[src/hw/rtl/utf8_to_utf32_decoder_assert.svh]
// Assertion macros for the UTF-8 to UTF-32 decoder.
// Depends on nothing; included by the top level only.
`ifndef UTF8_TO_UTF32_DECODER_ASSERT_SVH
`define UTF8_TO_UTF32_DECODER_ASSERT_SVH

// Same-cycle implication, disabled in reset.
`define U8DEC_ASSERT_IMP(label, clk, rst, ante, cons) \
  label: assert property (@(posedge clk) disable iff (rst) (ante) |-> (cons)) \
    else $error("u8dec assertion failed");

// Next-cycle implication, disabled in reset.
`define U8DEC_ASSERT_NXT(label, clk, rst, ante, cons) \
  label: assert property (@(posedge clk) disable iff (rst) (ante) |=> (cons)) \
    else $error("u8dec assertion failed");

`endif

[src/hw/rtl/u8dec_pkg.sv]
// Shared types and constants for the UTF-8 to UTF-32 decoder.
// No dependencies.
`timescale 1ns / 1ps

package u8dec_pkg;

  localparam int unsigned ByteW  = 8;
  localparam int unsigned CpW    = 21;
  localparam int unsigned AccW   = 18;
  localparam int unsigned CntW   = 3;   // results per request: 0..4

  typedef logic [ByteW-1:0] byte_t;
  typedef logic [CpW-1:0]   cp_t;
  typedef logic [AccW-1:0]  acc_t;
  typedef logic [1:0]       seq_cnt_t;
  typedef logic [CntW-1:0]  res_cnt_t;

  localparam cp_t   REPL_CHAR   = cp_t'(63);   // '?'
  localparam byte_t CONT_MASK   = 8'hC0;
  localparam byte_t CONT_TAG    = 8'h80;
  localparam byte_t LEAD2_LO    = 8'hC0;
  localparam byte_t LEAD3_LO    = 8'hE0;
  localparam byte_t LEAD4_LO    = 8'hF0;
  localparam byte_t LEAD_BAD_LO = 8'hF8;
  localparam byte_t BITS6_MASK  = 8'h3F;
  localparam byte_t LEAD2_MASK  = 8'h1F;
  localparam byte_t LEAD3_MASK  = 8'h0F;
  localparam byte_t LEAD4_MASK  = 8'h07;

endpackage

[src/hw/rtl/u8dec_if.sv]
// Valid/ready channel interfaces for the decoder: byte requests in,
// code point results out. Depends on u8dec_pkg.
`timescale 1ns / 1ps

interface u8dec_in_if;
  import u8dec_pkg::*;
  logic  valid;
  logic  ready;
  byte_t data_byte;
  logic  stream_end;
  modport source (output valid, data_byte, stream_end, input ready);
  modport sink   (input valid, data_byte, stream_end, output ready);
endinterface

interface u8dec_out_if;
  import u8dec_pkg::*;
  logic valid;
  logic ready;
  cp_t  code_point;
  logic replaced;
  logic run_last;
  modport source (output valid, code_point, replaced, run_last, input ready);
  modport sink   (input valid, code_point, replaced, run_last, output ready);
endinterface

[src/hw/rtl/utf8_to_utf32_decoder.sv]
// Streaming UTF-8 to UTF-32 decoder, top level.
// Depends on u8dec_pkg, u8dec_if.sv and utf8_to_utf32_decoder_assert.svh.
`timescale 1ns / 1ps
//
// Usage:
//   byte_in  : valid/ready requests, one UTF-8 byte each, stream_end set on
//              the final byte of a stream (an open sequence is then flushed).
//   cp_out   : valid/ready results, one code point each; replaced marks a
//              '?' standing for a bad byte, run_last marks the final result
//              caused by one request.
//   Results are registered and start in the cycle after their request is accepted.
//   Throughput: one byte per cycle while each byte gives at most one result
//   and cp_out.ready is high. A byte that gives k results (up to 4) holds the
//   result register until all are taken (one per cycle while cp_out.ready is
//   high); the next byte is accepted in the cycle the last is taken. Bytes
//   giving no result (lead and middle continuation bytes) pass at one per cycle.
//   Reset: synchronous, active high; clears the open sequence and drops
//   any results not yet taken.
//   Receiver stall: results hold in the register and byte_in.ready stays
//   low until the last pending result of the current request is taken.

module utf8_to_utf32_decoder (
  input  logic               clk,
  input  logic               rst,
  u8dec_in_if.sink           byte_in,
  u8dec_out_if.source        cp_out
);
  import u8dec_pkg::*;

  // Open sequence state.
  byte_t    lead_byte;
  acc_t     gathered_bits;
  seq_cnt_t bytes_expected;
  seq_cnt_t bytes_gathered;

  // Result burst register.
  res_cnt_t rem;        // results still to deliver
  res_cnt_t mid_rem;    // value of rem at which the non-flush result goes out
  logic     mid_valid;
  cp_t      mid_cp;
  logic     mid_rep;

  // Next values.
  byte_t    lead_byte_next;
  acc_t     gathered_bits_next;
  seq_cnt_t bytes_expected_next;
  seq_cnt_t bytes_gathered_next;
  res_cnt_t rem_next;
  res_cnt_t mid_rem_next;
  logic     mid_valid_next;
  cp_t      mid_cp_next;
  logic     mid_rep_next;

  // Decode scratch.
  byte_t    b;
  logic     is_cont;
  logic     seq_open;
  logic     [23:0] acc_wide;
  seq_cnt_t n_pre;
  seq_cnt_t n_post;
  logic     accept;
  logic     take;

  assign accept = byte_in.valid && byte_in.ready;
  assign take   = cp_out.valid && cp_out.ready;

  assign byte_in.ready = (rem == '0) || (rem == res_cnt_t'(1) && cp_out.ready);

  assign cp_out.valid      = (rem != '0);
  assign cp_out.run_last   = (rem == res_cnt_t'(1));
  assign cp_out.code_point = (mid_valid && rem == mid_rem) ? mid_cp : REPL_CHAR;
  assign cp_out.replaced   = (mid_valid && rem == mid_rem) ? mid_rep : 1'b1;

  always_comb begin
    b        = byte_in.data_byte;
    is_cont  = ((b & CONT_MASK) == CONT_TAG);
    seq_open = (bytes_expected != '0);
    acc_wide = {gathered_bits, b[5:0]};

    lead_byte_next      = lead_byte;
    gathered_bits_next  = gathered_bits;
    bytes_expected_next = bytes_expected;
    bytes_gathered_next = bytes_gathered;
    n_pre               = '0;
    n_post              = '0;
    mid_valid_next      = 1'b0;
    mid_cp_next         = REPL_CHAR;
    mid_rep_next        = 1'b1;

    if (seq_open && is_cont) begin
      if ({1'b0, bytes_gathered} + 3'd1 >= {1'b0, bytes_expected}) begin
        mid_valid_next      = 1'b1;
        mid_cp_next         = acc_wide[CpW-1:0];
        mid_rep_next        = 1'b0;
        lead_byte_next      = '0;
        gathered_bits_next  = '0;
        bytes_expected_next = '0;
        bytes_gathered_next = '0;
      end else begin
        gathered_bits_next  = acc_wide[AccW-1:0];
        bytes_gathered_next = bytes_gathered + seq_cnt_t'(1);
      end
    end else begin
      // A broken sequence flushes one '?' per held byte, then b starts afresh.
      if (seq_open) begin
        n_pre               = (bytes_gathered == 2'd3) ? 2'd3 : bytes_gathered + 2'd1;
        lead_byte_next      = '0;
        gathered_bits_next  = '0;
        bytes_expected_next = '0;
        bytes_gathered_next = '0;
      end
      if (b < CONT_TAG) begin
        mid_valid_next = 1'b1;
        mid_cp_next    = cp_t'(b);
        mid_rep_next   = 1'b0;
      end else if (b < LEAD2_LO || b >= LEAD_BAD_LO) begin
        mid_valid_next = 1'b1;
      end else begin
        lead_byte_next      = b;
        bytes_gathered_next = '0;
        if (b < LEAD3_LO) begin
          gathered_bits_next  = acc_t'(b & LEAD2_MASK);
          bytes_expected_next = 2'd1;
        end else if (b < LEAD4_LO) begin
          gathered_bits_next  = acc_t'(b & LEAD3_MASK);
          bytes_expected_next = 2'd2;
        end else begin
          gathered_bits_next  = acc_t'(b & LEAD4_MASK);
          bytes_expected_next = 2'd3;
        end
      end
    end

    // Truncated at stream end.
    if (byte_in.stream_end && bytes_expected_next != '0) begin
      n_post = (bytes_gathered_next == 2'd3) ? 2'd3 : bytes_gathered_next + 2'd1;
      lead_byte_next      = '0;
      gathered_bits_next  = '0;
      bytes_expected_next = '0;
      bytes_gathered_next = '0;
    end

    rem_next     = res_cnt_t'(n_pre) + res_cnt_t'(mid_valid_next) + res_cnt_t'(n_post);
    mid_rem_next = rem_next - res_cnt_t'(n_pre);
  end

  always_ff @(posedge clk) begin
    if (rst) begin
      lead_byte      <= '0;
      gathered_bits  <= '0;
      bytes_expected <= '0;
      bytes_gathered <= '0;
      rem            <= '0;
      mid_valid      <= 1'b0;
    end else if (accept) begin
      lead_byte      <= lead_byte_next;
      gathered_bits  <= gathered_bits_next;
      bytes_expected <= bytes_expected_next;
      bytes_gathered <= bytes_gathered_next;
      rem            <= rem_next;
      mid_valid      <= mid_valid_next;
    end else if (take) begin
      rem <= rem - res_cnt_t'(1);
    end
  end

  always_ff @(posedge clk) begin
    if (accept) begin
      mid_rem <= mid_rem_next;
      mid_cp  <= mid_cp_next;
      mid_rep <= mid_rep_next;
    end
  end

`include "utf8_to_utf32_decoder_assert.svh"

  // No sequence open means nothing gathered.
  `U8DEC_ASSERT_IMP(a_idle_clean, clk, rst, bytes_expected == '0,
                    bytes_gathered == '0 && gathered_bits == '0)
  // A sequence never holds as many continuation bytes as it needs.
  `U8DEC_ASSERT_IMP(a_gather_bound, clk, rst, bytes_expected != '0,
                    bytes_gathered < bytes_expected)
  // After the last result of a request is taken, new results need a new request.
  `U8DEC_ASSERT_NXT(a_no_invented, clk, rst, take && cp_out.run_last && !accept, !cp_out.valid)
  // A replacement result always carries '?'.
  `U8DEC_ASSERT_IMP(a_repl_char, clk, rst, cp_out.valid && cp_out.replaced,
                    cp_out.code_point == REPL_CHAR)

endmodule

[src/flat_wrapper.sv]
// flat-port wrapper written by rule: the top's interface ports become plain ports
module utf8_to_utf32_decoder_flat import u8dec_pkg::*;
  (clk, rst, byte_in_valid, byte_in_data_byte, byte_in_stream_end, byte_in_ready, cp_out_valid, cp_out_code_point, cp_out_replaced, cp_out_run_last, cp_out_ready);
  u8dec_in_if byte_in_i ();
  u8dec_out_if cp_out_i ();
  input  logic clk;
  input  logic rst;
  input wire logic [$bits(byte_in_i.valid)-1:0] byte_in_valid;
  input wire logic [$bits(byte_in_i.data_byte)-1:0] byte_in_data_byte;
  input wire logic [$bits(byte_in_i.stream_end)-1:0] byte_in_stream_end;
  output wire logic [$bits(byte_in_i.ready)-1:0] byte_in_ready;
  output wire logic [$bits(cp_out_i.valid)-1:0] cp_out_valid;
  output wire logic [$bits(cp_out_i.code_point)-1:0] cp_out_code_point;
  output wire logic [$bits(cp_out_i.replaced)-1:0] cp_out_replaced;
  output wire logic [$bits(cp_out_i.run_last)-1:0] cp_out_run_last;
  input wire logic [$bits(cp_out_i.ready)-1:0] cp_out_ready;
  assign byte_in_i.valid = byte_in_valid;
  assign byte_in_i.data_byte = byte_in_data_byte;
  assign byte_in_i.stream_end = byte_in_stream_end;
  assign byte_in_ready = byte_in_i.ready;
  assign cp_out_valid = cp_out_i.valid;
  assign cp_out_code_point = cp_out_i.code_point;
  assign cp_out_replaced = cp_out_i.replaced;
  assign cp_out_run_last = cp_out_i.run_last;
  assign cp_out_i.ready = cp_out_ready;
  utf8_to_utf32_decoder u_core (.clk(clk), .rst(rst), .byte_in(byte_in_i), .cp_out(cp_out_i));
endmodule
[config.mk]
export PLATFORM = sky130hd
export DESIGN_NAME = utf8_to_utf32_decoder_flat
export DESIGN_NICKNAME = d
export VERILOG_FILES = /design/src/hw/rtl/u8dec_pkg.sv /design/src/hw/rtl/u8dec_if.sv /design/src/hw/rtl/utf8_to_utf32_decoder.sv /design/src/flat_wrapper.sv
export VERILOG_INCLUDE_DIRS = /design/src /design/src/hw/rtl
export SDC_FILE = /design/constraint.sdc
export NUM_CORES = 1
export LEC_CHECK = 0
export ABC_AREA = 1
export BUFFER_PORTS_ARGS = -buffer_cell sky130_fd_sc_hd__buf_2
export CAP_MARGIN = 20
export CORE_AREA = 5 5 82 84
export CTS_CLUSTER_DIAMETER = 60
export DETAILED_ROUTE_END_ITERATION = 8
export DIE_AREA = 0 0 87 89
export GPL_TIMING_DRIVEN = 0
export PLACE_DENSITY = 0.75
export SYNTH_ARGS = -nofsm -noshare
export SYNTH_HDL_FRONTEND = slang
export SYNTH_SLANG_ARGS = --single-unit
export TNS_END_PERCENT = 100
[constraint.sdc]
create_clock -name clk -period 3.35 [get_ports clk]
set_clock_uncertainty 0.15 [all_clocks]
set_input_delay 0.1675 -clock clk [delete_from_list [all_inputs] [get_ports clk]]
set_output_delay 0.1675 -clock clk [all_outputs]
set_load 0.03 [all_outputs]
After elaboration in Yosys (flattened, before gate mapping)
Index checks and enable logic that the tools add are counted.
Storage, ports and cells
  output and inout port bits: 25
  word-level logic and storage cells: 80
  flip-flop bits (word level): 51
Cells by class
  add/sub/neg operators: 7
  magnitude comparators: 6
  reductions and logical operators: 13
  muxes and demuxes: 41
  eq/ne operators: 5
Operators by type and width (number)
  18-bit 2-to-1 mux: 7
  21-bit 2-to-1 mux: 3
  2-bit 2-to-1 mux: 18
  8-bit < comparator (second input constant): 4
  1-bit 2-to-1 mux: 9
  8-bit >= comparator (second input constant): 1
  8-bit 2-to-1 mux: 1
  2-bit == test (second input constant): 3
  1-bit logical AND: 6
  3-bit 2-to-1 mux: 2
  2-bit nonzero test: 3
  2-bit by 1-bit adder with 2-bit output (second input constant): 2
  4-bit 2-to-1 mux: 1
  2-bit by 1-bit adder with 3-bit output: 1
  2-bit by 1-bit adder with 3-bit output (second input constant): 1
  3-bit by 2-bit adder with 3-bit output: 1
  3-bit by 1-bit == test with 1-bit output (second input constant): 1
  3-bit == test: 1
  3-bit by 2-bit >= comparator with 1-bit output: 1
  3-bit logical NOT: 1
  3-bit nonzero test: 1
  3-bit by 1-bit subtractor with 3-bit output (second input constant): 1
  3-bit by 2-bit subtractor with 3-bit output: 1
  1-bit logical OR: 2

Logic depth before layout (Yosys ltp)
  depth in word-level cells: 11
  depth in mapped cells: 16
  depth with buffers taken out: 15

Worst setup path after synthesis
No wires, ideal clock.
  kind: register to register
  start: reg u_core.bytes_expected[1]
  end: reg u_core.mid_rem[2], data pin
  library setup time: 0.258 ns
  data arrival time: 2.939 ns
  cell stages (with the launch flop): 13
  required time: 2.942 ns
  buffers on the path: 1
  slack: 0.003 ns
  path through: dfxtp_1 > inv_1 > fa_1 > inv_1 > nor2_1 > nand2_1 > clkbuf_8 > nand4_1 > a31oi_4 > fa_1 > fa_1 > fa_1 > xnor2_1
On the way
  word-level cells in the longest chain between the ends: 10
  elaborated cells between the ends (all ways): 26
RTL lines
  from (decl): line utf8_to_utf32_decoder.sv:33  | seq_cnt_t bytes_expected;
  from (signal assigned): line utf8_to_utf32_decoder.sv:158  | bytes_expected <= bytes_expected_next;
  2-bit nonzero test: line utf8_to_utf32_decoder.sv:77  | seq_open = (bytes_expected != '0);
  2-bit 2-to-1 mux: line utf8_to_utf32_decoder.sv:105  | if (seq_open) begin
  2-bit 2-to-1 mux: line utf8_to_utf32_decoder.sv:116  | end else if (b < LEAD2_LO || b >= LEAD_BAD_LO) begin
  2-bit 2-to-1 mux: line utf8_to_utf32_decoder.sv:112  | if (b < CONT_TAG) begin
  2-bit 2-to-1 mux: line utf8_to_utf32_decoder.sv:90  | if (seq_open && is_cont) begin
  2-bit by 1-bit adder with 2-bit output, or another cell as far along: line utf8_to_utf32_decoder.sv:136  | n_post = (bytes_gathered_next == 2'd3) ? 2'd3 : bytes_gathered_next + 2'd1;
  2-bit 2-to-1 mux or 1-bit logical AND (tied branches): line utf8_to_utf32_decoder.sv:136, utf8_to_utf32_decoder.sv:135
  2-bit 2-to-1 mux: line utf8_to_utf32_decoder.sv:135  | if (byte_in.stream_end && bytes_expected_next != '0) begin
  3-bit by 2-bit adder with 3-bit output: line utf8_to_utf32_decoder.sv:143  | rem_next = res_cnt_t'(n_pre) + res_cnt_t'(mid_valid_next) + res_cnt_t'(n_post);
  3-bit by 2-bit subtractor with 3-bit output (*): line utf8_to_utf32_decoder.sv:144  | mid_rem_next = rem_next - res_cnt_t'(n_pre);
  via u_core.mid_rem_next[2]: line utf8_to_utf32_decoder.sv:49  | res_cnt_t mid_rem_next;
  to (signal assigned): line utf8_to_utf32_decoder.sv:169  | mid_rem <= mid_rem_next;
  to (decl): line utf8_to_utf32_decoder.sv:38  | res_cnt_t mid_rem;
The timed path passes the listed nets; every way through them passes the cells marked *.
A chain may end at the register's enable or synchronous reset.

Worst setup path in the final report
  start: reg u_core.bytes_gathered[0]
  end: reg u_core.mid_rem[1], data pin
On the way
  word-level cells in the longest chain between the ends: 9
  elaborated cells between the ends (all ways): 25
RTL lines
  from (decl): line utf8_to_utf32_decoder.sv:34  | seq_cnt_t bytes_gathered;
  from (signal assigned): line utf8_to_utf32_decoder.sv:159  | bytes_gathered <= bytes_gathered_next;
  2-bit by 1-bit adder with 3-bit output or 2-bit 2-to-1 mux (tied branches): line utf8_to_utf32_decoder.sv:91, utf8_to_utf32_decoder.sv:105
  3-bit by 2-bit >= comparator with 1-bit output or 2-bit 2-to-1 mux (tied branches): line utf8_to_utf32_decoder.sv:91, utf8_to_utf32_decoder.sv:116
  2-bit 2-to-1 mux, on equally long branches: line utf8_to_utf32_decoder.sv:91, utf8_to_utf32_decoder.sv:112
  2-bit 2-to-1 mux: line utf8_to_utf32_decoder.sv:90
  2-bit by 1-bit adder with 2-bit output, or another cell as far along: line utf8_to_utf32_decoder.sv:136
  2-bit 2-to-1 mux or 1-bit logical AND (tied branches): line utf8_to_utf32_decoder.sv:136, utf8_to_utf32_decoder.sv:135
  2-bit 2-to-1 mux: line utf8_to_utf32_decoder.sv:135
  3-bit by 2-bit adder with 3-bit output: line utf8_to_utf32_decoder.sv:143
  3-bit by 2-bit subtractor with 3-bit output (*): line utf8_to_utf32_decoder.sv:144
  via u_core.mid_rem_next[1]: line utf8_to_utf32_decoder.sv:49
Marked as above.

==> impl_metrics.json <==
{
  "status": "finished, violations left",
  "violations": "negative hold slack",
  "critPathTopFamily": "adder cells",
  "whs_ns": -0.00000780,
  "synth_xor_xnor_area_share_pct": 0.879,
  "die_area_um2": 7740,
  "n_antenna_cell": 0,
  "fin_ws_ns": 0.0527,
  "clock_sinks": 48,
  "synthAdderAreaFrac_pct": 6.03,
  "yosys_warnings": 0,
  "min_from": "byte_in_data_byte[2]",
  "vias_per_cell": 5.12,
  "final-setup-viol-count": 0,
  "htreeDepth": 2,
  "cts.reportedPaths.clkPinSlew_ns": 0.09,
  "async_reset_ff_share_pct": 0,
  "p_leak_nw": 1.55,
  "p_int_w": 0.00117,
  "area.growth.synth_to_final_pct": 17.7,
  "wirelength_um": 6970,
  "routed-via-count": 2589,
  "cts_tree": "yes",
  "clkPwrFrac_pct": 19.3,
  "place.gp.congestion": 0.814,
  "ctsHoldBuffers": 0,
  "ys_ff_latch": 48,
  "die_y_um": 89,
  "cp-start-kind": "flop",
  "fmaxAchievable_ghz": 0.303,
  "cts_root_buf": "clkbuf_8",
  "numCtsBuffers": 5,
  "switching_share_pct": 40.8,
  "slew_headroom_pct": 62.4,
  "die_w_um": 87,
  "avgSynthCellArea_um2": 8.08,
  "drc": 0,
  "worstPathMaxFanout": 3,
  "boundaryPins": 38,
  "start_util_pct": 51.1,
  "power_frac_seq_pct": 41.3,
  "seq_area_frac_synth_pct": 40.5,
  "netlist_area_um2": 2990,
  "antenna_found_initial": 0,
  "vdd_drop_max_mv": 0.440,
  "rsz0062_at_grt": "yes",
  "dp_cells": 482,
  "synth-edff-count": 25,
  "drive_gt1_share_pct": 28.1,
  "port_buffers": 37,
  "synth-compound-area-share_pct": 7.03,
  "p_comb_share_pct": 39.4,
  "final_cells": 506,
  "crit_chain": "fa_1 -> inv_1 -> nor2_2 -> nand2_2 -> buf_8 -> nand4_1 -> a31oi_4 -> fa_2 -> fa_2 -> fa_2",
  "row_count": 28,
  "cap_violations": 0,
  "ant_nets": 0,
  "clockBufferDepth": 2,
  "p_total_w": 0.00197,
  "cp.required_ns": 3.26,
  "mostFrequentLayoutCell": "nand2_1",
  "firstDrtPassIters": 5,
  "drtIter0Drc": 193,
  "cp-end-kind": "flop",
  "gr-usage-all-layers_pct": 18.5,
  "grt_pass1_vias": 2375,
  "grt_max_degree": 35,
  "wire_per_inst_um": 13.8,
  "cpMostUsedCell": "fa_2",
  "worstSetupStartpoint": "u_core.bytes_gathered[0]$_SDFFE_PP0P_",
  "min_period_ns": 3.30,
  "fillCellCount": 516,
  "syn_nets": 395,
  "cp_slowest_stage_delay_ns": 0.55,
  "place_hpwl_um": 4850,
  "p_sw_w": 0.000804,
  "r2r_start": "u_core.bytes_gathered[0]$_SDFFE_PP0P_",
  "setup_tns_ns": 0,
  "grt_pass1_wl_um": 11200,
  "power_density_nw_per_um2": 560,
  "critPathKind": "flop to flop",
  "most-common-layout-cells": "74 x nand2_1, 61 x inv_1, 41 x buf_2",
  "yosysUniqueCellTypes": 33,
  "fin_crit_sh_pct": 98.4,
  "synth_top_family_by_area": "simple AND/OR/NAND/NOR gates",
  "design.core.area_um2": 5850,
  "grt_overflow": 0,
  "worst_slew_pin_slew_ns": 0.564,
  "hold_viol": 1,
  "cp.arrival_ns": 3.21,
  "synthFlopType": "edfxtp_1",
  "clock_latency_ns": 0.31,
  "nNetsFinal": 455,
  "cp_slowest_cell": "fa_2",
  "yosys.area_share.simple_pct": 32.2,
  "dpl_worst_slack_ns": -0.212,
  "synthMuxAreaShare_pct": 0,
  "synthCells": 370,
  "critPathBufInv": 2,
  "hold_path_class": "input pin to flop",
  "maxSlewViolCount": 0
}
-- layout make-up --
cell class	count	area, um^2	share of cell area [%]
Multi-Input combinational cell	240	1410	40.0
Sequential cell	48	1220	34.7
Timing Repair Buffer	54	313	8.89
Inverter	63	236	6.72
Buffer	18	153	4.34
Tap cell	75	93.8	2.67
Clock buffer	6	82.6	2.35
Clock inverter	2	13.8	0.391
-- path summary, 6_finish.rpt --
kind / endpoint / cells past startpoint / slack (ns)
worst max-delay path: u_core.mid_rem[1]$_DFFE_PP_ / 10 / 0.05
worst min register to register: u_core.gathered_bits[13]$_SDFFE_PP0P_ / 2 / 0.34
worst max register to register: u_core.mid_rem[1]$_DFFE_PP_ / 10 / 0.05
worst min-delay path: u_core.mid_cp[2]$_DFFE_PP_ / 3 / -0.000008
-- power groups by stage --
stage	registers, W	clock network, W	logic, W
6_report	0.000814	0.000380	0.000775
5_1_grt	0.000826	0.000401	0.000852
4_1_cts	0.000814	0.000383	0.000766
3_5_place_dp	0.000830	0	0.000748
3_3_place_gp	0.000824	0	0.000730
2_1_floorplan	0.000811	0	0.000563
-- stage by stage --
stage,instance area (um^2),util (%),hold slack [ns]
floorplan,2990,-,0.193
global placement,3270,55.9,0.322
detailed placement,3270,55.9,0.323
CTS,3470,59.3,0.00460
global route,3520,60.2,0.0147
finish,3520,60.2,-0.00000780
-- flip-flops by register name, summed over array words and instances (netlist names) --
signal,flops
u_core.mid_rep,1
u_core.bytes_expected,2
u_core.mid_valid,1
u_core.bytes_gathered,2
u_core.mid_cp,21
u_core.mid_rem,3
u_core.rem,3
u_core.gathered_bits,15
-- layer usage --
layer | vias up | GRT usage, % | share of wire, %
met5 | - | 0 | 0
met4 | 0 | 6.52 | 1.2
met3 | 9 | 3.87 | 7.4
met2 | 94 | 31.3 | 49
met1 | 1184 | 23.4 | 42
li1 | 1302 | - | -
-- tightest hold or removal path: stages --
cell	delay (ns)
buf_2	0.09
inv_1	0.04
nand2_1	0.05
-- kinds of logic after synthesis --
group           count (synthesis)
fa+ha+maj                      12
compound gates                 34
flops                          48
xor+xnor                        3
simple gates                  191
buf+inv                        82
-- cells in the mapped netlist (5+ instances only) --
master	instances	area share, %
a21oi_1	21	3.5
buf_6	6	2.3
dfxtp_1	23	15
edfxtp_1	25	25
ha_1	8	3.3
inv_1	61	7.7
nand2_1	76	9.5
nand2_4	5	1.9
nand3_1	33	5.5
nand3_2	6	2.0
nand4_1	19	4.0
nor2_1	34	4.3
o21ai_0	5	0.84
or2_2	9	1.9
-- timing repair --
item / in CTS / in global routing
endpoints found under the setup margin: 2 / 3
pin swaps: 3 / 6
resized for setup: 7 / 7
setup buffers: 14 / 3
(Power assumes the default switching activity.)
